**config.mk**
```make
export PLATFORM = sky130hd
export DESIGN_NAME = seven_segment_mux_blink_animate
export DESIGN_NICKNAME = d
export VERILOG_FILES = /design/src/rtl/ssm_pkg.sv /design/src/rtl/ssm_lane.sv /design/src/rtl/ssm_skid.sv /design/src/rtl/seven_segment_mux_blink_animate.sv
export SDC_FILE = /design/constraint.sdc
export NUM_CORES = 1
export LEC_CHECK = 0
export ABC_AREA = 1
export BUFFER_PORTS_ARGS = -buffer_cell sky130_fd_sc_hd__buf_4
export CORE_ASPECT_RATIO = 1.4
export CORE_UTILIZATION = 40
export CTS_BUF_LIST = sky130_fd_sc_hd__clkbuf_4
export CTS_CLUSTER_DIAMETER = 40
export DETAILED_ROUTE_END_ITERATION = 6
export PLACE_DENSITY = 0.63
export SYNTH_ARGS = -nofsm -noshare
export SYNTH_HDL_FRONTEND = slang
export SYNTH_SLANG_ARGS = --single-unit
```
**constraint.sdc**
```tcl
create_clock -name aclk -period 4.1 [get_ports aclk]
set_input_delay 0.82 -clock aclk [delete_from_list [all_inputs] [get_ports aclk]]
set_output_delay 0.82 -clock aclk [all_outputs]
set_load 0.005 [all_outputs]
```
**src/rtl/ssm_pkg.sv**
```systemverilog
// Types, codes and font tables of the multiplexed seven-segment driver.
package ssm_pkg;

    localparam int DIGITS_DEF = 4;
    localparam int BLINK_UNIT = 100;
    localparam int CFG_DATA_W = 10;
    localparam int CFG_IDX_W  = 3;

    typedef enum logic [1:0] {
        OP_SCAN     = 2'd0,
        OP_TICK     = 2'd1,
        OP_LOAD_RAW = 2'd2,
        OP_LOAD_HEX = 2'd3
    } op_t;

    typedef enum logic [CFG_IDX_W-1:0] {
        REG_BLINK_MASK   = 3'd0,
        REG_BLINK_PERIOD = 3'd1,
        REG_STEP_TICKS   = 3'd2,
        REG_ACTIVE_LOW   = 3'd3
    } cfg_idx_t;

    typedef struct packed {
        op_t         operation;
        logic [31:0] value;
        logic [3:0]  digit_mask;
        logic        animate;
    } in_word_t;

    typedef struct packed {
        logic [7:0] segment_drive;
        logic [3:0] common_drive;
        logic       animating;
    } result_t;

    // Per-lane control, fanned out from the sequencer to every digit lane.
    typedef struct packed {
        logic       step_en;
        logic [2:0] step_idx;
        logic       load_en;
        logic       load_anim;
        logic       load_hex;
    } lane_ctl_t;

    localparam logic [7:0] SEG_A = 8'h01;
    localparam logic [7:0] SEG_B = 8'h02;
    localparam logic [7:0] SEG_C = 8'h04;
    localparam logic [7:0] SEG_D = 8'h08;
    localparam logic [7:0] SEG_E = 8'h10;
    localparam logic [7:0] SEG_F = 8'h20;
    localparam logic [7:0] SEG_G = 8'h40;

    function automatic logic [7:0] hex_font(input logic [3:0] nib);
        logic [7:0] p;
        case (nib)
            4'h0: p = 8'h3F;
            4'h1: p = 8'h06;
            4'h2: p = 8'h5B;
            4'h3: p = 8'h4F;
            4'h4: p = 8'h66;
            4'h5: p = 8'h6D;
            4'h6: p = 8'h7D;
            4'h7: p = 8'h07;
            4'h8: p = 8'h7F;
            4'h9: p = 8'h6F;
            4'hA: p = 8'h77;
            4'hB: p = 8'h7C;
            4'hC: p = 8'h39;
            4'hD: p = 8'h5E;
            4'hE: p = 8'h79;
            4'hF: p = 8'h71;
            default: p = 8'h00;
        endcase
        return p;
    endfunction

    // Segment lit by each chase step; step 7 lights none.
    function automatic logic [7:0] chase_set(input logic [2:0] s);
        logic [7:0] m;
        case (s)
            3'd0: m = SEG_F;
            3'd1: m = SEG_A;
            3'd2: m = SEG_B;
            3'd3: m = SEG_C;
            3'd4: m = SEG_D;
            3'd5: m = SEG_E;
            3'd6: m = SEG_G;
            default: m = 8'h00;
        endcase
        return m;
    endfunction

    // Segment released by each chase step; step 0 releases none.
    function automatic logic [7:0] chase_clr(input logic [2:0] s);
        logic [7:0] m;
        case (s)
            3'd1: m = SEG_F;
            3'd2: m = SEG_A;
            3'd3: m = SEG_B;
            3'd4: m = SEG_C;
            3'd5: m = SEG_D;
            3'd6: m = SEG_E;
            3'd7: m = SEG_G;
            default: m = 8'h00;
        endcase
        return m;
    endfunction

endpackage

```
**src/rtl/ssm_lane.sv**
```systemverilog
// One digit lane: shown and target patterns, load decode and chase step.
module ssm_lane import ssm_pkg::*; #(
    parameter int DIGITS = DIGITS_DEF,
    parameter int LANE   = 0
) (
    input  logic        aclk,
    input  logic        aresetn,
    input  lane_ctl_t   ctl,
    input  logic [31:0] value,
    input  logic [3:0]  digit_mask,
    output logic [7:0]  shown
);

    localparam int BYTE_IDX = DIGITS - 1 - LANE;

    logic [7:0] shown_reg, shown_next;
    logic [7:0] target_reg, target_next;
    logic [7:0] raw_pat;
    logic [7:0] hex_pat;
    logic [7:0] load_pat;
    logic [7:0] blanked;
    logic [7:0] stepped;
    logic [7:0] set_m;
    logic [7:0] clr_m;

    // Raw byte for this digit; digits beyond the word read as blank.
    if (BYTE_IDX < 4) begin : g_raw
        assign raw_pat = value[8*BYTE_IDX +: 8];
    end else begin : g_raw_none
        assign raw_pat = 8'h00;
    end

    // Hex nibble: the count of set mask bits below this digit picks it.
    if (LANE < 4) begin : g_hex
        logic [1:0] nib_idx;
        always_comb begin
            nib_idx = 2'd0;
            for (int j = 0; j < LANE; j++) begin
                nib_idx = nib_idx + 2'(digit_mask[j]);
            end
        end
        assign hex_pat = digit_mask[LANE] ? hex_font(value[4*nib_idx +: 4]) : 8'h00;
    end else begin : g_hex_none
        assign hex_pat = 8'h00;
    end

    assign load_pat = ctl.load_hex ? hex_pat : raw_pat;
    assign set_m    = chase_set(ctl.step_idx);
    assign clr_m    = chase_clr(ctl.step_idx);

    always_comb begin
        blanked = shown_reg;
        if (ctl.step_idx == 3'd0 && shown_reg != target_reg) begin
            blanked = 8'h00;
        end
        stepped = blanked;
        if (blanked != target_reg) begin
            stepped = blanked | set_m;
            if ((target_reg & clr_m) == 8'h00) begin
                stepped = stepped & ~clr_m;
            end
        end
    end

    always_comb begin
        shown_next  = shown_reg;
        target_next = target_reg;
        if (ctl.step_en) begin
            shown_next = stepped;
        end else if (ctl.load_en) begin
            if (ctl.load_anim) begin
                target_next = load_pat;
            end else begin
                shown_next = load_pat;
            end
        end
    end

    always_ff @(posedge aclk) begin
        if (!aresetn) begin
            shown_reg  <= 8'h00;
            target_reg <= 8'h00;
        end else begin
            shown_reg  <= shown_next;
            target_reg <= target_next;
        end
    end

    assign shown = shown_reg;

endmodule

```
**src/rtl/ssm_skid.sv**
```systemverilog
// Two-entry result buffer: output register plus skid register.
module ssm_skid import ssm_pkg::*; (
    input  logic    aclk,
    input  logic    aresetn,
    input  logic    in_valid,
    output logic    in_ready,
    input  result_t in_word,
    output logic    out_valid,
    input  logic    out_ready,
    output result_t out_word
);

    logic    out_valid_reg;
    result_t out_word_reg;
    logic    skid_valid_reg;
    result_t skid_word_reg;

    assign in_ready  = !skid_valid_reg;
    assign out_valid = out_valid_reg;
    assign out_word  = out_word_reg;

    always_ff @(posedge aclk) begin
        if (!aresetn) begin
            out_valid_reg  <= 1'b0;
            skid_valid_reg <= 1'b0;
        end else if (out_ready || !out_valid_reg) begin
            if (skid_valid_reg) begin
                out_valid_reg  <= 1'b1;
                skid_valid_reg <= 1'b0;
            end else begin
                out_valid_reg <= in_valid;
            end
        end else if (in_valid && in_ready) begin
            skid_valid_reg <= 1'b1;
        end
    end

    always_ff @(posedge aclk) begin
        if (out_ready || !out_valid_reg) begin
            out_word_reg <= skid_valid_reg ? skid_word_reg : in_word;
        end else if (in_valid && in_ready) begin
            skid_word_reg <= in_word;
        end
    end

endmodule

```
**src/rtl/seven_segment_mux_blink_animate.sv**
```systemverilog
// Top level of the multiplexed seven-segment driver with blink and chase.
//
//  channel  direction  handshake           word
//  s_       in         s_valid / s_ready   in_word_t  (operation, value, mask, animate)
//  m_       out        m_valid / m_ready   result_t   (segment, common, animating)
//  cfg_     in         cfg_valid/cfg_ready cfg_index, cfg_data
//
// One word per cycle while s_ready is high: each accepted word updates the
// sequencer and lane state at its accept edge, and its result is registered at
// that same edge, into the output register (offered on m_) or, if m_ stalls, the skid register.
// Each digit lane applies loads and chase steps to its own digit in parallel;
// the scan mux merges the lanes into the drive register.
// A stalled m_ side is absorbed by a one-word skid register; s_ready drops only
// when both output registers are full. cfg_ready is always high.
// Reset (aresetn low, synchronous) clears all patterns, counters and buffers.
module seven_segment_mux_blink_animate import ssm_pkg::*; #(
    parameter int DIGITS = DIGITS_DEF
) (
    input  logic                  aclk,
    input  logic                  aresetn,
    input  logic                  s_valid,
    output logic                  s_ready,
    input  in_word_t              s_data,
    output logic                  m_valid,
    input  logic                  m_ready,
    output result_t               m_data,
    input  logic                  cfg_valid,
    output logic                  cfg_ready,
    input  cfg_idx_t              cfg_index,
    input  logic [CFG_DATA_W-1:0] cfg_data
);

    localparam int IDX_W = $clog2(DIGITS);

    // Configuration registers
    logic [3:0]  blink_mask_reg;
    logic [7:0]  blink_period_reg;
    logic [9:0]  step_ticks_reg;
    logic        active_low_reg;

    // Sequencer state
    logic [IDX_W-1:0] scan_index_reg, scan_index_next;
    logic [2:0]       chase_step_reg, chase_step_next;
    logic             chase_busy_reg, chase_busy_next;
    logic             chase_running_reg, chase_running_next;
    logic [9:0]       chase_cd_reg, chase_cd_next;
    logic             blink_phase_reg, blink_phase_next;
    logic [14:0]      blink_cd_reg, blink_cd_next;
    logic [7:0]       seg_reg, seg_next;
    logic [3:0]       com_reg, com_next;

    logic       s_fire;
    logic       cfg_fire;
    logic       is_scan;
    logic       is_tick;
    logic       is_load;
    logic [9:0] chase_cd_dec;
    logic       step_en;
    lane_ctl_t  ctl;
    logic [7:0] shown_lane [DIGITS];
    logic [3:0] idx_ext;
    logic       blink_skip;
    logic [3:0] new_mask_v;
    logic [7:0] new_period_v;
    result_t    result_word;
    logic       skid_ready;

    assign s_ready   = skid_ready;
    assign s_fire    = s_valid && s_ready;
    assign cfg_ready = 1'b1;
    assign cfg_fire  = cfg_valid && cfg_ready;

    assign is_scan = s_fire && s_data.operation == OP_SCAN;
    assign is_tick = s_fire && s_data.operation == OP_TICK;
    // Drop loads while the chase is drawing.
    assign is_load = s_fire && !chase_busy_reg &&
                     (s_data.operation == OP_LOAD_RAW || s_data.operation == OP_LOAD_HEX);

    assign chase_cd_dec = (chase_cd_reg != 10'd0) ? chase_cd_reg - 10'd1 : 10'd0;
    assign step_en      = is_tick && chase_running_reg && chase_cd_dec == 10'd0;

    assign ctl.step_en   = step_en;
    assign ctl.step_idx  = chase_step_reg;
    assign ctl.load_en   = is_load;
    assign ctl.load_anim = s_data.animate;
    assign ctl.load_hex  = s_data.operation == OP_LOAD_HEX;

    // Digit lanes
    for (genvar g = 0; g < DIGITS; g++) begin : g_lane
        ssm_lane #(
            .DIGITS (DIGITS),
            .LANE   (g)
        ) u_lane (
            .aclk       (aclk),
            .aresetn    (aresetn),
            .ctl        (ctl),
            .value      (s_data.value),
            .digit_mask (s_data.digit_mask),
            .shown      (shown_lane[g])
        );
    end

    // Chase sequencer: count down on ticks, step when the count runs out, restart on an animated load.
    always_comb begin
        chase_step_next    = chase_step_reg;
        chase_busy_next    = chase_busy_reg;
        chase_running_next = chase_running_reg;
        chase_cd_next      = chase_cd_reg;
        if (is_tick) begin
            chase_cd_next = chase_cd_dec;
            if (step_en) begin
                chase_cd_next = step_ticks_reg;
                if (chase_step_reg == 3'd7) begin
                    chase_step_next    = 3'd0;
                    chase_busy_next    = 1'b0;
                    chase_running_next = 1'b0;
                end else begin
                    chase_step_next = chase_step_reg + 3'd1;
                    if (chase_step_reg == 3'd0) begin
                        chase_busy_next = 1'b1;
                    end
                end
            end
        end else if (is_load && s_data.animate) begin
            // Restart the chase; the first step runs on the next tick.
            chase_running_next = 1'b1;
            chase_cd_next      = 10'd0;
        end
    end

    assign new_mask_v   = cfg_data[3:0];
    assign new_period_v = cfg_data[7:0];

    // Blink timing: ticks count down; a scan that finds the count at zero toggles the phase and reloads it.
    always_comb begin
        blink_phase_next = blink_phase_reg;
        blink_cd_next    = blink_cd_reg;
        if (is_scan && blink_cd_reg == 15'd0) begin
            blink_phase_next = !blink_phase_reg;
            blink_cd_next    = 15'(blink_period_reg) * 15'(BLINK_UNIT);
        end else if (is_tick && blink_cd_reg != 15'd0) begin
            blink_cd_next = blink_cd_reg - 15'd1;
        end
        // A changed blink setting restarts the phase dark.
        if (cfg_fire) begin
            case (cfg_index)
                REG_BLINK_MASK: begin
                    if (new_mask_v != blink_mask_reg) begin
                        blink_phase_next = 1'b1;
                        blink_cd_next    = 15'(blink_period_reg) * 15'(BLINK_UNIT);
                    end
                end
                REG_BLINK_PERIOD: begin
                    if (new_period_v != blink_period_reg) begin
                        blink_phase_next = 1'b1;
                        blink_cd_next    = 15'(new_period_v) * 15'(BLINK_UNIT);
                    end
                end
                default: begin
                end
            endcase
        end
    end

    // Scan mux: merge the lanes into the drive register.
    assign idx_ext    = 4'(scan_index_reg);
    assign blink_skip = idx_ext < 4'd4 && blink_mask_reg[idx_ext[1:0]] && blink_phase_next;

    always_comb begin
        seg_next        = seg_reg;
        com_next        = com_reg;
        scan_index_next = scan_index_reg;
        if (is_scan) begin
            com_next = 4'd0;
            if (!blink_skip) begin
                seg_next = shown_lane[scan_index_reg];
                if (idx_ext < 4'd4) begin
                    com_next = 4'b0001 << idx_ext[1:0];
                end
            end
            if (scan_index_reg == IDX_W'(DIGITS - 1)) begin
                scan_index_next = '0;
            end else begin
                scan_index_next = scan_index_reg + IDX_W'(1);
            end
        end
    end

    // Result: port levels after this word, inverted for common anode.
    assign result_word.segment_drive = seg_next ^ {8{active_low_reg}};
    assign result_word.common_drive  = com_next ^ {4{active_low_reg}};
    assign result_word.animating     = chase_busy_next;

    always_ff @(posedge aclk) begin
        if (!aresetn) begin
            blink_mask_reg    <= 4'd0;
            blink_period_reg  <= 8'd0;
            step_ticks_reg    <= 10'd50;
            active_low_reg    <= 1'b0;
            scan_index_reg    <= '0;
            chase_step_reg    <= 3'd0;
            chase_busy_reg    <= 1'b0;
            chase_running_reg <= 1'b0;
            chase_cd_reg      <= 10'd0;
            blink_phase_reg   <= 1'b0;
            blink_cd_reg      <= 15'd0;
            seg_reg           <= 8'd0;
            com_reg           <= 4'd0;
        end else begin
            scan_index_reg    <= scan_index_next;
            chase_step_reg    <= chase_step_next;
            chase_busy_reg    <= chase_busy_next;
            chase_running_reg <= chase_running_next;
            chase_cd_reg      <= chase_cd_next;
            blink_phase_reg   <= blink_phase_next;
            blink_cd_reg      <= blink_cd_next;
            seg_reg           <= seg_next;
            com_reg           <= com_next;
            if (cfg_fire) begin
                case (cfg_index)
                    REG_BLINK_MASK:   blink_mask_reg   <= new_mask_v;
                    REG_BLINK_PERIOD: blink_period_reg <= new_period_v;
                    REG_STEP_TICKS:   step_ticks_reg   <= cfg_data[9:0];
                    REG_ACTIVE_LOW:   active_low_reg   <= cfg_data[0];
                    default: begin
                    end
                endcase
            end
        end
    end

    // Output register with skid
    ssm_skid u_skid (
        .aclk      (aclk),
        .aresetn   (aresetn),
        .in_valid  (s_fire),
        .in_ready  (skid_ready),
        .in_word   (result_word),
        .out_valid (m_valid),
        .out_ready (m_ready),
        .out_word  (m_data)
    );

endmodule

```
## After elaboration in Yosys (flattened, before gate mapping)

Memory sizes are Yosys's and may differ from the RTL's.
Index checks and enable logic that the tools add are counted.

| operators by class | value |
|---|---|
| multiplexer cells | 71 |
| order comparisons | 3 |
| multipliers | 2 |
| $add $sub $neg | 6 |
| equal/unequal tests | 27 |
| bitwise operators | 19 |
| reduce and logical (&&, ||, !) cells | 46 |
| shift-type cells | 4 |

Operators by type and width:

| operator | number |
|---|---|
| 8-bit 2-to-1 mux | 36 |
| 7-bit one-hot mux with 7 select lines | 2 |
| 15-bit 2-to-1 mux | 5 |
| 8-bit inequality test | 9 |
| 32-bit by 5-bit variable part select with 4-bit output | 2 |
| 8-bit AND | 5 |
| 10-bit 2-to-1 mux | 4 |
| 8-bit zero test | 4 |
| 32-bit by 4-bit variable part select with 4-bit output | 1 |
| 15-bit one-hot mux with 2 select lines | 1 |
| 8-bit by 5-bit multiplier with 13-bit output (second input constant) | 2 |
| 8-bit by 7-bit AND with 8-bit output | 3 |
| 8-bit by 7-bit bitwise OR with 8-bit output | 3 |
| 1-bit logical AND | 17 |
| 8-bit binary-select mux with 2-bit select | 1 |
| 15-bit zero test | 1 |
| 15-bit nonzero test | 1 |
| 15-bit by 1-bit subtractor with 15-bit output (second input constant) | 1 |
| 1-bit 2-to-1 mux | 14 |
| 2-bit AND reduction | 7 |
| 13-bit 2-to-1 mux | 1 |
| 3-bit by 2-bit equality test with 1-bit output (second input constant) | 4 |
| 3-bit equality test (second input constant) | 4 |
| 4-bit 2-to-1 mux | 3 |
| other kinds (32) | 47 |

| storage, ports and cells | value |
|---|---|
| logic and storage cells | 211 |
| output and inout port bits | 16 |
| bits of input ports | 57 |
| memories | 4 |
| bits in read-only memories | 448 |
| flip-flop bits (word level) | 160 |

Memories:

| name | depth | bits a word | read ports | clocked after Yosys merged registers in | write ports | line | source |
|---|---|---|---|---|---|---|---|
| (no name shown) | 16 | 7 | 1 | 0 | 0 | ssm_pkg.sv:55 | `case (nib)` |
| (no name shown) | 16 | 7 | 1 | 0 | 0 | ssm_pkg.sv:55 |  |
| (no name shown) | 16 | 7 | 1 | 0 | 0 | ssm_pkg.sv:55 |  |
| (no name shown) | 16 | 7 | 1 | 0 | 0 | ssm_pkg.sv:55 |  |

## Logic depth before layout (Yosys ltp)

Gate-level depths: netlist of the first run.

| logic depth | value |
|---|---|
| depth in word-level cells | 13 |
| mapped depth | 19 |
| depth with buffers taken out | 19 |

## Hierarchy

A second synthesis of the first run with hierarchy kept.

| second synthesis, totals | value |
|---|---|
| cells, all modules | 2143 |
| area total of the unflattened synthesis | 13835.8 um^2 |

By module, submodules not included:

| module | cells an instance | area an instance (um^2) | sequential area each (um^2) | times used |
|---|---|---|---|---|
| seven_segment_mux_blink_animate | 901 | 5878.1 | 1361.3 | 1 |
| ssm_lane (g_lane[3].u_lane) | 306 | 1800.5 | 320.3 | 1 |
| ssm_lane (g_lane[2].u_lane) | 302 | 1757.9 | 320.3 | 1 |
| ssm_lane (g_lane[1].u_lane) | 287 | 1704.1 | 320.3 | 1 |
| ssm_lane (g_lane[0].u_lane) | 268 | 1669.1 | 320.3 | 1 |
| ssm_skid | 79 | 1026.0 | 820.8 | 1 |

## Least setup slack after synthesis of the first run

OpenSTA, ideal clock, no wires.

| timing | value |
|---|---|
| path type | in2reg |
| from | input cfg_data[3] |
| to | register blink_cd_reg[14] |
| buffers on the path | 0 |
| arrival | 3.241 ns |
| path slack | 0.789 ns |
| stages on the path | 14 |
| library setup time | 0.070 ns |
| data required time | 4.030 ns |
| path through | ha_1 -> ha_1 -> inv_1 -> fa_1 -> inv_1 -> ha_1 -> nand2_1 -> o21ai_0 -> nand4_1 -> o211ai_1 -> o21ai_0 -> a21oi_1 -> o21ai_0 -> a21oi_1 |

| on the way | value |
|---|---|
| longest elaborated chain between the ends | 4 |
| elaborated cells between the ends (all ways) | 7 |
| classes of those cells | mul: 1; eq/ne: 2; mux: 4 |

Ends and longest elaborated chain:

| item | line | source |
|---|---|---|
| from (decl) | seven_segment_mux_blink_animate.sv:30 | `input logic [CFG_DATA_W-1:0] cfg_data` |
| 8-bit by 5-bit multiplier with 13-bit output, or another cell as far along | seven_segment_mux_blink_animate.sv:156 | `blink_cd_next = 15'(new_period_v) * 15'(BLINK_UNIT);` |
| 15-bit 2-to-1 mux (on tied branches) | seven_segment_mux_blink_animate.sv:154, seven_segment_mux_blink_animate.sv:148 |  |
| 15-bit one-hot mux with 2 select lines (*) | seven_segment_mux_blink_animate.sv:146 | `case (cfg_index)` |
| 15-bit 2-to-1 mux (*) | seven_segment_mux_blink_animate.sv:145 | `if (cfg_fire) begin` |
| to (signal assigned) | seven_segment_mux_blink_animate.sv:216 | `blink_cd_reg <= blink_cd_next;` |
| to (decl) | seven_segment_mux_blink_animate.sv:48 | `logic [14:0] blink_cd_reg, blink_cd_next;` |

Mark *: on every way between the ends. The rest lies on a longest branch, timed or not.
A chain may end at the register's enable or synchronous reset.

## Worst setup path in the final report of the first run

| timing | value |
|---|---|
| from | register blink_period_reg[4] |
| to | register blink_cd_reg[14] |

| on the way | value |
|---|---|
| longest elaborated chain between the ends | 5 |
| elaborated cells between the ends (all ways) | 7 |
| classes of those cells | mul: 1; eq/ne: 1; mux: 5 |

Ends and longest elaborated chain:

| item | line | source |
|---|---|---|
| from (decl) | seven_segment_mux_blink_animate.sv:37 | `logic [7:0] blink_period_reg;` |
| from (signal assigned) | seven_segment_mux_blink_animate.sv:222 | `REG_BLINK_PERIOD: blink_period_reg <= new_period_v;` |
| 8-bit by 5-bit multiplier with 13-bit output | seven_segment_mux_blink_animate.sv:140, seven_segment_mux_blink_animate.sv:150 |  |
| 15-bit 2-to-1 mux | seven_segment_mux_blink_animate.sv:138 | `if (is_scan && blink_cd_reg == 15'd0) begin` |
| 15-bit 2-to-1 mux (on tied branches) | seven_segment_mux_blink_animate.sv:154, seven_segment_mux_blink_animate.sv:148 |  |
| 15-bit one-hot mux with 2 select lines | seven_segment_mux_blink_animate.sv:146 |  |
| 15-bit 2-to-1 mux (*) | seven_segment_mux_blink_animate.sv:145 |  |

Marked as above.

==> flow_metrics.py, run 1 <==
metrics = {
    "place": {
        "routabilityCongestion": 0.9278,
        "numPortBuffers": 71,
        "dpl.hpwl_um": 29210,
        "dp.cells": 2280,
    },
    "hold_path": {
        "hold_end": "chase_cd_reg[0]$_SDFFE_PN0P_",
        "hold_path_startpoint": "chase_cd_reg[0]$_SDFFE_PN0P_",
        "hold_path_depth": 2,
        "hold_path.class": "register to register",
    },
    "logic_synthesis": {
        "seq_area_frac_synth_pct": 27.77,
        "synth_top_cell_area_share_pct": 21.51,
        "synth-edff-count": 26,
        "async_flop_share_pct": 0,
        "yosys_warnings": 0,
        "synth_area_leaders": "dfxtp_1 22%, nand2_1 15%, ha_1 9.4%",
        "yosys.area.top_type": "dfxtp_1",
        "synth_ff_type": "dfxtp_1",
        "synth_fp_nets": 2029,
        "synth.ff_latch_count": 160,
        "synth_cell_type_count": 55,
        "synth_area_mm2": 0.01247,
        "syn_inst": 1871,
        "syn_area_per_cell_um2": 6.667,
    },
    "setup_path": {
        "critPathMaxStageDelay_ps": 510,
        "required_ps": 4580,
        "crit_path_cell_trace": "ha_1 > ha_1 > inv_1 > fa_1 > inv_1 > ha_1 > nand2_1 > o21ai_0 > nand2_1 > nor2_1 > nand3_1 > o211ai_1 > xnor2_1 > nor2_1 > o21ai_0 > a21oi_1",
        "ff2ff_path_depth": 16,
        "crit_family": "adder cells",
        "cp-end-kind": "register",
        "critPathMaxFanout": 5,
        "cpMostUsedCell": "ha_1",
        "reg2reg_to": "blink_cd_reg[14]$_SDFF_PN0_",
        "timing.rr.start": "blink_period_reg[4]$_SDFFE_PN0P_",
        "startpoint_type": "register",
        "cp.depth": 16,
        "crit_type": "register to register",
        "r2r_slack_ps": 710,
        "slowest_stage": "dfxtp_1",
        "path_buf_inv": 2,
        "critPathArrivalTime_ps": 3880,
    },
    "route": {
        "route.detailed.wl_per_inst_um": 16.79,
        "detail-route-antenna-nets": 0,
        "drcViolationCount": 0,
        "drt-met1-wl_um": 15980,
        "drt-total-wl_um": 38860,
        "wl_met3_um": 1932,
        "top_layer": "met4",
        "vias": 12780,
        "vias_per_cell": 5.523,
        "drtIter0Drc": 842,
        "route.met2.wl_um": 19200,
        "drtPass1Iterations": 7,
    },
    "clock_tree": {
        "cts_hold_buf": 0,
        "cts-htree-levels": 4,
        "post_cts_buffers": 0,
        "clk_path_buf_depth": 2,
        "clk_latency_ps": 620,
        "cts.repair.resized": 0,
        "clk_transition_reported_paths_ps": 150,
        "cts_tree": "yes",
        "clock_sinks": 160,
        "cts_buffers": 17,
        "cts-root-buf": "clkbuf_4",
    },
    "timing": {
        "fin_skew_ps": 19.85,
        "finalSetupTns_ps": 0,
        "setup_viol": 0,
        "period_share_pct": 82.76,
        "tightest_slew_ps": 979.6,
        "slew_viol_final": 0,
        "relSlewSlack_pct": 34.09,
        "clock.fmax_ghz": 0.2947,
        "min_period_ps": 3393,
        "rsz0062_at_grt": "false",
        "final-hold-violation-count": 0,
    },
    "pwr": {
        "vdd_ir_drop_max_uv": 183.7,
        "power_leakage_nw": 6.398,
        "powerDensity_mw_per_mm2": 322.4,
    },
    "floorplan": {
        "rows": 76,
        "ios": 73,
        "core_mm2": 0.03071,
        "fp.dieH_um": 210.9,
        "die-area_mm2": 0.03190,
        "fp.dieW_um": 151.2,
        "start_util_pct": 40.61,
    },
    "layout": {
        "seq_area_mm2": 0.003463,
        "multi_input_area_mm2": 0.007806,
        "drive_gt1_share_pct": 8.741,
        "layout.cells.non_filler": 2314,
        "syn2layout_area_growth_pct": 8.848,
        "nFillCells": 3290,
        "fin_nets": 2067,
        "fin_util_pct": 44.20,
    },
    "global_routing": {
        "grt_pass1_vias": 12058,
        "grt_pass1_wl_um": 62690,
        "grtUsageTotal_pct": 25.11,
        "antenna_found_initial": 1,
        "grt.overflow.total": 0,
        "grt_max_degree": 51,
    },
    "run": {
        "maxCapViolCount": 0,
    },
    "status": {
        "outcome": "finished clean",
    },
}
==> worst register-to-register path, delay by kind of cell (launching register included) <==
| family | cells | cell delay, ps |
|---|---|---|
| AOI/OAI and AO/OA | 4 | 650 |
| adders and majority gates | 4 | 1390 |
| buffers and inverters | 2 | 90 |
| xor gates and xnor gates | 1 | 190 |
| and+or+nand+nor | 5 | 440 |
| DFF | 1 | 510 |
==> kinds of logic (layout without fill, tap and decap cells) <==
family | count (synthesis) | in the layout | synth area share (%)
simple gates | 821 | 821 | 28.53
fa+ha+maj | 101 | 101 | 10.55
flops | 160 | 160 | 27.77
buf+inv | 298 | 349 | 9.670
xor+xnor | 49 | 49 | 3.441
other cells | 1 | 3 | 0.03006
compound gates | 441 | 441 | 20.01
==> cell usage in the layout (no fill, tap or decap), types with 11 or more instances in the layout <==
cell | Yosys | final
nand2_1 | 495 | 494
inv_1 | 215 | 215
a21oi_1 | 167 | 167
nand3_1 | 153 | 153
o21ai_0 | 149 | 149
dfxtp_1 | 134 | 134
ha_1 | 94 | 94
nor2_1 | 92 | 92
buf_4 | 4 | 90
xnor2_1 | 33 | 33
o211ai_1 | 32 | 32
edfxtp_1 | 26 | 26
o22ai_1 | 20 | 20
clkbuf_4 | 0 | 17
xor2_1 | 16 | 16
nand4_1 | 15 | 15
o21ai_1 | 13 | 13
and2_1 | 13 | 13
a32oi_1 | 11 | 11
==> area by class of cell <==
class	count	share of cell area, %
antenna	2	0.03686
clock buffer	17	0.9400
clock inverter	15	1.161
inverter	227	6.285
multi-input combinational	1413	57.50
sequential	160	25.51
tap	390	3.594
timing repair buffer	90	4.976
==> report_power, final <==
part           total [W]  switching, W  leakage (nW)  internal [W]
combinational    0.00156       0.00102          4.89      0.000539
sequential       0.00181      0.000107          1.36       0.00171
clock            0.00101      0.000639         0.149      0.000369
total            0.00438       0.00176          6.40       0.00262
==> Yosys cell counts (all sizes together), types with 16 or more instances <==
library cell and instances:
nor2 99, buf 23, nand3 163, xor2 16, ha 94, nand2 505, dfxtp 134, edfxtp 26
inv 222, xnor2 33, o22ai 20, a21oi 167, o211ai 32, clkbuf 48, o21ai 163
==> stage by stage <==
step	hold WS, ps	worst slack, ps	area [um2]	total power, W
floorplan	429.8	788.5	12470	0.002975
CTS	440.6	690.7	13570	0.004383
finish	475.8	706.7	13580	0.004377
detailed placement	458.4	392.2	13290	0.003379
global route	452.4	380.7	13580	0.004671
global placement	448.9	445.2	13290	0.003356
==> metal layers <==
layer / track usage (%) / vias up
li1: - / 6331
met1: 29.89 / 5924
met2: 43.57 / 424
met3: 3.434 / 101
met4: 12.45 / 0
met5: 0 / -
==> worst max-delay path by stage <==
stage                             endpoint                             start  slack (ps)
2_1_floorplan  blink_cd_reg[14]$_SDFF_PN0_                       cfg_data[3]         790
3_3_place_gp   blink_cd_reg[14]$_SDFF_PN0_                       cfg_data[3]         450
3_5_place_dp   blink_cd_reg[14]$_SDFF_PN0_                       cfg_data[3]         390
4_1_cts        blink_cd_reg[14]$_SDFF_PN0_  blink_period_reg[4]$_SDFFE_PN0P_         690
5_1_grt        blink_cd_reg[14]$_SDFF_PN0_  blink_period_reg[4]$_SDFFE_PN0P_         380
6_report       blink_cd_reg[14]$_SDFF_PN0_  blink_period_reg[4]$_SDFFE_PN0P_         710
(Power assumes the default switching activity.)
==> run 2, diff against run 1 <==
Clock period 4.1 ns to 3.16 ns, I/O delays scaled along.
==> flow_metrics.py, run 2 (synthesis results as in run 1) <==
metrics = {
    "status": {
        "outcome": "finished clean",
    },
    "pwr": {
        "power_w": 0.006003,
        "power_leakage_nw": 6.655,
        "powerDensity_mw_per_mm2": 425.5,
        "vdd_ir_drop_max_uv": 258.9,
    },
    "timing": {
        "setup_viol": 0,
        "hold_ws_ps": 289.2,
        "slew_viol_final": 0,
        "fin_skew_ps": 28.13,
        "finalSetupTns_ps": 0,
        "relSlewSlack_pct": 38.20,
        "min_period_ps": 3007,
        "period_share_pct": 95.16,
        "clock.fmax_ghz": 0.3325,
        "tightest_slew_ps": 925.6,
        "rsz0062_at_grt": "true",
        "final-hold-violation-count": 0,
    },
    "setup_path": {
        "critPathMaxFanout": 4,
        "crit_type": "register to register",
        "critPathArrivalTime_ps": 3500,
        "startpoint_type": "register",
        "slowest_stage": "fa_1",
        "cpMostUsedCell": "nand2_1",
        "critPathMaxStageDelay_ps": 560,
        "required_ps": 3660,
        "cp-end-kind": "register",
        "crit_path_cell_trace": "ha_1 > ha_1 > fa_1 > ha_4 > a21oi_1 > nand2_1 > nand2_1 > nand2_1 > a21oi_2 > o21ai_0 > xnor2_1 > buf_4 > o22ai_1 > nand2_1 > a21oi_1",
    },
    "floorplan": {
        "start_util_pct": 40.61,
        "rows": 76,
        "die-area_mm2": 0.03190,
        "core_mm2": 0.03071,
        "fp.dieH_um": 210.9,
        "fp.dieW_um": 151.2,
        "ios": 73,
    },
    "global_routing": {
        "grt_pass1_vias": 11803,
        "grt_pass1_wl_um": 61000,
        "grtUsageTotal_pct": 24.51,
        "antenna_found_initial": 1,
        "grt_max_degree": 78,
        "grt.overflow.total": 0,
    },
    "clock_tree": {
        "cts_tree": "yes",
        "cts_buffers": 17,
        "cts-root-buf": "clkbuf_4",
        "clock_sinks": 160,
        "cts-htree-levels": 4,
        "clk_latency_ps": 630,
        "clk_transition_reported_paths_ps": 150,
        "clk_path_buf_depth": 2,
        "cts_hold_buf": 0,
    },
    "route": {
        "drtIter0Drc": 1011,
        "vias_per_cell": 5.394,
        "vias": 12724,
        "drtPass1Iterations": 7,
        "route.detailed.wl_per_inst_um": 16.42,
        "detail-route-antenna-nets": 0,
        "drt-total-wl_um": 38730,
        "drcViolationCount": 0,
    },
    "place": {
        "numPortBuffers": 71,
        "routabilityCongestion": 0.9403,
        "dpl.hpwl_um": 29230,
    },
    "run": {
        "maxCapViolCount": 0,
    },
    "layout": {
        "fin_util_pct": 45.94,
        "fin_nets": 2113,
        "mostFrequentLayoutCell": "nand2_1",
        "final_cell_mix": "492 x nand2_1, 213 x inv_1, 165 x a21oi_1",
        "syn2layout_area_growth_pct": 13.12,
        "drive_gt1_share_pct": 11.89,
    },
    "hold_path": {
        "hold_path.class": "input pin to register",
    },
}
-- run 2: changes by cell type in the layout (fill, tap and decap cells not counted), sizes merged --
cell      previous run  this run
buf                 90       136
clkbuf              17        21
bufinv               2         5
clkinv              10         7
clkinvlp             3         1
inv                227       225
diode                2         1
-- run 2: per-stage QoR --
step / std cells / cell area, um2 / setup WS [ps]
floorplan: 1871 / 12470 / 36.51
global route: 2359 / 14110 / -55.09
finish: 2359 / 14110 / 152.9
detailed placement: 2324 / 13630 / -216.7
global placement: 2324 / 13630 / -206.6
CTS: 2356 / 13990 / 14.19
-- run 2: power breakdown --
part / internal [W] / leakage, nW / total, W / switching (W)
clock: 0.000753 / 0.189 / 0.00154 / 0.000792
combinational: 0.000771 / 5.10 / 0.00211 / 0.00134
sequential: 0.00222 / 1.37 / 0.00235 / 0.000132
total: 0.00374 / 6.65 / 0.00600 / 0.00226
-- run 2: repair_timing --
action	4_1_cts	5_1_grt
pin swaps	1	14
endpoints found under the setup margin	1	4
setup buffers	0	2
gates resized for setup	3	19
gates cloned	0	0
-- run 2: layer usage --
metal | GRT usage [%] | wire (um) | share of wire, %
met3 | 3.305 | 1835 | 4.7
met2 | 43.77 | 19650 | 51
met5 | 0 | 0 | 0
met4 | 9.310 | 1273 | 3.3
met1 | 29.24 | 15970 | 41
-- run 2: worst paths after layout --
path	from	end	slack [ps]	cells past startpoint
setup / recovery	blink_period_reg[1]$_SDFFE_PN0P_	blink_cd_reg[13]$_SDFF_PN0_	150	15
setup reg to reg	blink_period_reg[1]$_SDFFE_PN0P_	blink_cd_reg[13]$_SDFF_PN0_	150	15
hold reg to reg	step_ticks_reg[9]$_SDFFE_PN0P_	step_ticks_reg[9]$_SDFFE_PN0P_	470	2
hold / removal	cfg_data[9]	step_ticks_reg[9]$_SDFFE_PN0P_	290	3
-- run 2: cell type report --
class | instances | area [um2]
Clock buffer | 21 | 157.7
Clock inverter | 11 | 201.4
Fill cell | 3104 | 16600
Tap cell | 390 | 488.0
Multi-Input combinational cell | 1413 | 7903
Inverter | 227 | 853.3
Timing Repair Buffer | 136 | 1033
Sequential cell | 160 | 3471
Antenna cell | 1 | 2.502
-- run 2: worst max-delay path, delay by kind of cell (launching register included) --
family / cells / cell delay (ps)
and+or+nand+nor: 4 / 310
xor gates and xnor gates: 1 / 210
adders and majority gates: 4 / 1300
AOI/OAI and AO/OA: 5 / 520
DFF: 1 / 370
buffers and inverters: 1 / 160
==> run 3, diff against run 2 <==
Settings changed: SYNTH_HIERARCHICAL set to 1.
==> flow_metrics.py, run 3 <==
metrics = {
    "status": {
        "outcome": "finished clean",
    },
    "logic_synthesis": {
        "synth_top_cell_area_share_pct": 19.39,
        "syn_inst": 2143,
        "synth_ff_type": "dfxtp_1",
        "synth_area_leaders": "dfxtp_1 19%, nand2_1 17%, inv_1 8.5%",
        "yosys_warnings": 6,
        "synth.ff_latch_count": 160,
        "synth_fp_nets": 2297,
        "synth_cell_type_count": 59,
        "synth_area_mm2": 0.01384,
        "syn_area_per_cell_um2": 6.456,
        "seq_area_frac_synth_pct": 25.03,
        "yosys.area.top_type": "dfxtp_1",
        "synth-edff-count": 26,
        "async_flop_share_pct": 0,
        "yosysMostFrequentCell": "nand2_1",
        "synth_commonest_cells": "616 x nand2_1, 312 x inv_1, 173 x nand3_1",
    },
    "timing": {
        "fin_skew_ps": 28.89,
        "period_share_pct": 93.38,
        "finalSetupTns_ps": 0,
        "tightest_slew_ps": 816.9,
        "hold_ws_ps": 258.3,
        "slew_viol_final": 0,
        "relSlewSlack_pct": 45.46,
        "rsz0062_at_grt": "true",
        "min_period_ps": 2951,
        "clock.fmax_ghz": 0.3389,
        "setup_ws_ps": 209.2,
        "final-hold-violation-count": 0,
        "setup_viol": 0,
    },
    "layout": {
        "final_cell_mix": "616 x nand2_1, 312 x inv_1, 170 x nand3_1",
        "nFillCells": 3659,
        "drive_gt1_share_pct": 12.89,
        "mostFrequentLayoutCell": "nand2_1",
        "fin_nets": 2390,
        "syn2layout_area_growth_pct": 10.58,
    },
    "global_routing": {
        "grt.overflow.total": 0,
        "grtUsageTotal_pct": 22.60,
        "grt_pass1_vias": 13500,
        "antenna_found_initial": 1,
        "grt_max_degree": 50,
        "grt_pass1_wl_um": 64670,
    },
    "place": {
        "dpl_worst_slack_ps": -155.7,
        "routabilityCongestion": 0.9194,
        "dpl.hpwl_um": 31920,
        "numPortBuffers": 71,
    },
    "route": {
        "vias": 13970,
        "drtPass1Iterations": 5,
        "drtIter0Drc": 754,
        "drt-met1-wl_um": 15600,
        "top_layer": "met4",
        "detail-route-antenna-nets": 0,
        "wl_met3_um": 1412,
        "drt-total-wl_um": 39550,
        "route.detailed.wl_per_inst_um": 14.64,
        "vias_per_cell": 5.170,
        "drcViolationCount": 0,
        "route.met2.wl_um": 20750,
    },
    "clock_tree": {
        "cts-root-buf": "clkbuf_4",
        "clock_sinks": 160,
        "clk_path_buf_depth": 2,
        "clk_transition_reported_paths_ps": 140,
        "cts-htree-levels": 4,
        "clk_latency_ps": 640,
        "cts_buffers": 17,
        "cts_tree": "yes",
    },
    "floorplan": {
        "rows": 80,
        "fp.dieW_um": 159.2,
        "die-area_mm2": 0.03535,
        "start_util_pct": 40.65,
        "fp.dieH_um": 222.1,
        "ios": 73,
        "core_mm2": 0.03403,
    },
    "hold_path": {
        "hold_path.class": "input pin to register",
    },
    "setup_path": {
        "r2r_slack_ps": 210,
        "crit_type": "register to register",
        "critPathArrivalTime_ps": 3530,
        "required_ps": 3730,
        "critPathMaxFanout": 4,
        "startpoint_type": "register",
        "cp-end-kind": "register",
    },
    "pwr": {
        "power_leakage_nw": 7.840,
        "powerDensity_mw_per_mm2": 366.1,
        "power_w": 0.005601,
        "vdd_ir_drop_max_uv": 169.8,
    },
    "run": {
        "maxCapViolCount": 0,
    },
}
-- run 3: timing repair --
| item | 4_1_cts | 5_1_grt |
|---|---|---|
| buffers inserted | 0 | 1 |
| setup endpoints to repair | 0 | 35 |
| resized for setup | 0 | 10 |
| hold buffers | 0 | 0 |
-- run 3: power by group --
group          switching (W)  internal, W
logic                0.00133     0.000775
clock network       0.000824     0.000332
registers           0.000128      0.00221
total                0.00229      0.00332
-- run 3: logic make-up (layout without fill, tap and decap cells) --
family | count (synthesis) | after routing | share of synthesized area [%]
AO/OA/AOI/OAI | 401 | 401 | 17.13
XOR/XNOR | 43 | 43 | 2.722
adder cells (fa/ha/maj) | 97 | 97 | 9.152
buffers and inverters | 377 | 483 | 11.23
flip-flops | 160 | 160 | 25.03
other | 1 | 3 | 0.02710
AND/OR/NAND/NOR | 1064 | 1064 | 34.71
-- run 3: metrics by stage --
step	cells	instance area [um2]	utilization, %
5_1_grt	2702	15300	44.96
4_1_cts	2699	15240	44.78
2_1_floorplan	2143	13840	-
3_5_place_dp	2667	14990	44.06
6_report	2702	15300	44.96
3_3_place_gp	2667	14990	44.06
-- run 3: per-layer routing --
metal | track usage, % | vias up
met1 | 23.70 | 6397
met2 | 43.51 | 326
li1 | - | 7154
met4 | 12.13 | 0
met3 | 2.563 | 93
met5 | 0 | -
-- run 3: cell type report --
class	count	area [um2]	share of cell area, %
Timing Repair Buffer	123	923.4	6.035
Clock buffer	18	135.1	0.8832
Multi-Input combinational cell	1606	8865	57.94
Sequential cell	160	3466	22.65
Antenna cell	2	5.005	0.03271
Tap cell	451	564.3	3.688
Clock inverter	14	110.1	0.7197
Inverter	328	1231	8.047
-- run 3: worst paths after layout --
| kind | startpoint | depth (start not counted) | to |
|---|---|---|---|
| max | blink_period_reg[1]$_SDFFE_PN0P_ | 14 | blink_cd_reg[12]$_SDFF_PN0_ |
| min | cfg_data[9] | 3 | step_ticks_reg[9]$_SDFFE_PN0P_ |
| max reg2reg | blink_period_reg[1]$_SDFFE_PN0P_ | 14 | blink_cd_reg[12]$_SDFF_PN0_ |
| min reg2reg | step_ticks_reg[2]$_SDFFE_PN0P_ | 2 | chase_cd_reg[2]$_SDFFE_PN0P_ |
-- run 3: critical path, stage by stage (launching register included) --
cell	delay [ps]
dfxtp_1	430
ha_1	260
ha_1	310
ha_1	320
inv_1	70
fa_1	440
nand3b_1	180
nand2_1	130
nand3_1	80
nand2_1	100
xor2_2	240
nand2_1	70
o21ai_0	80
nand2_1	70
a21oi_1	130
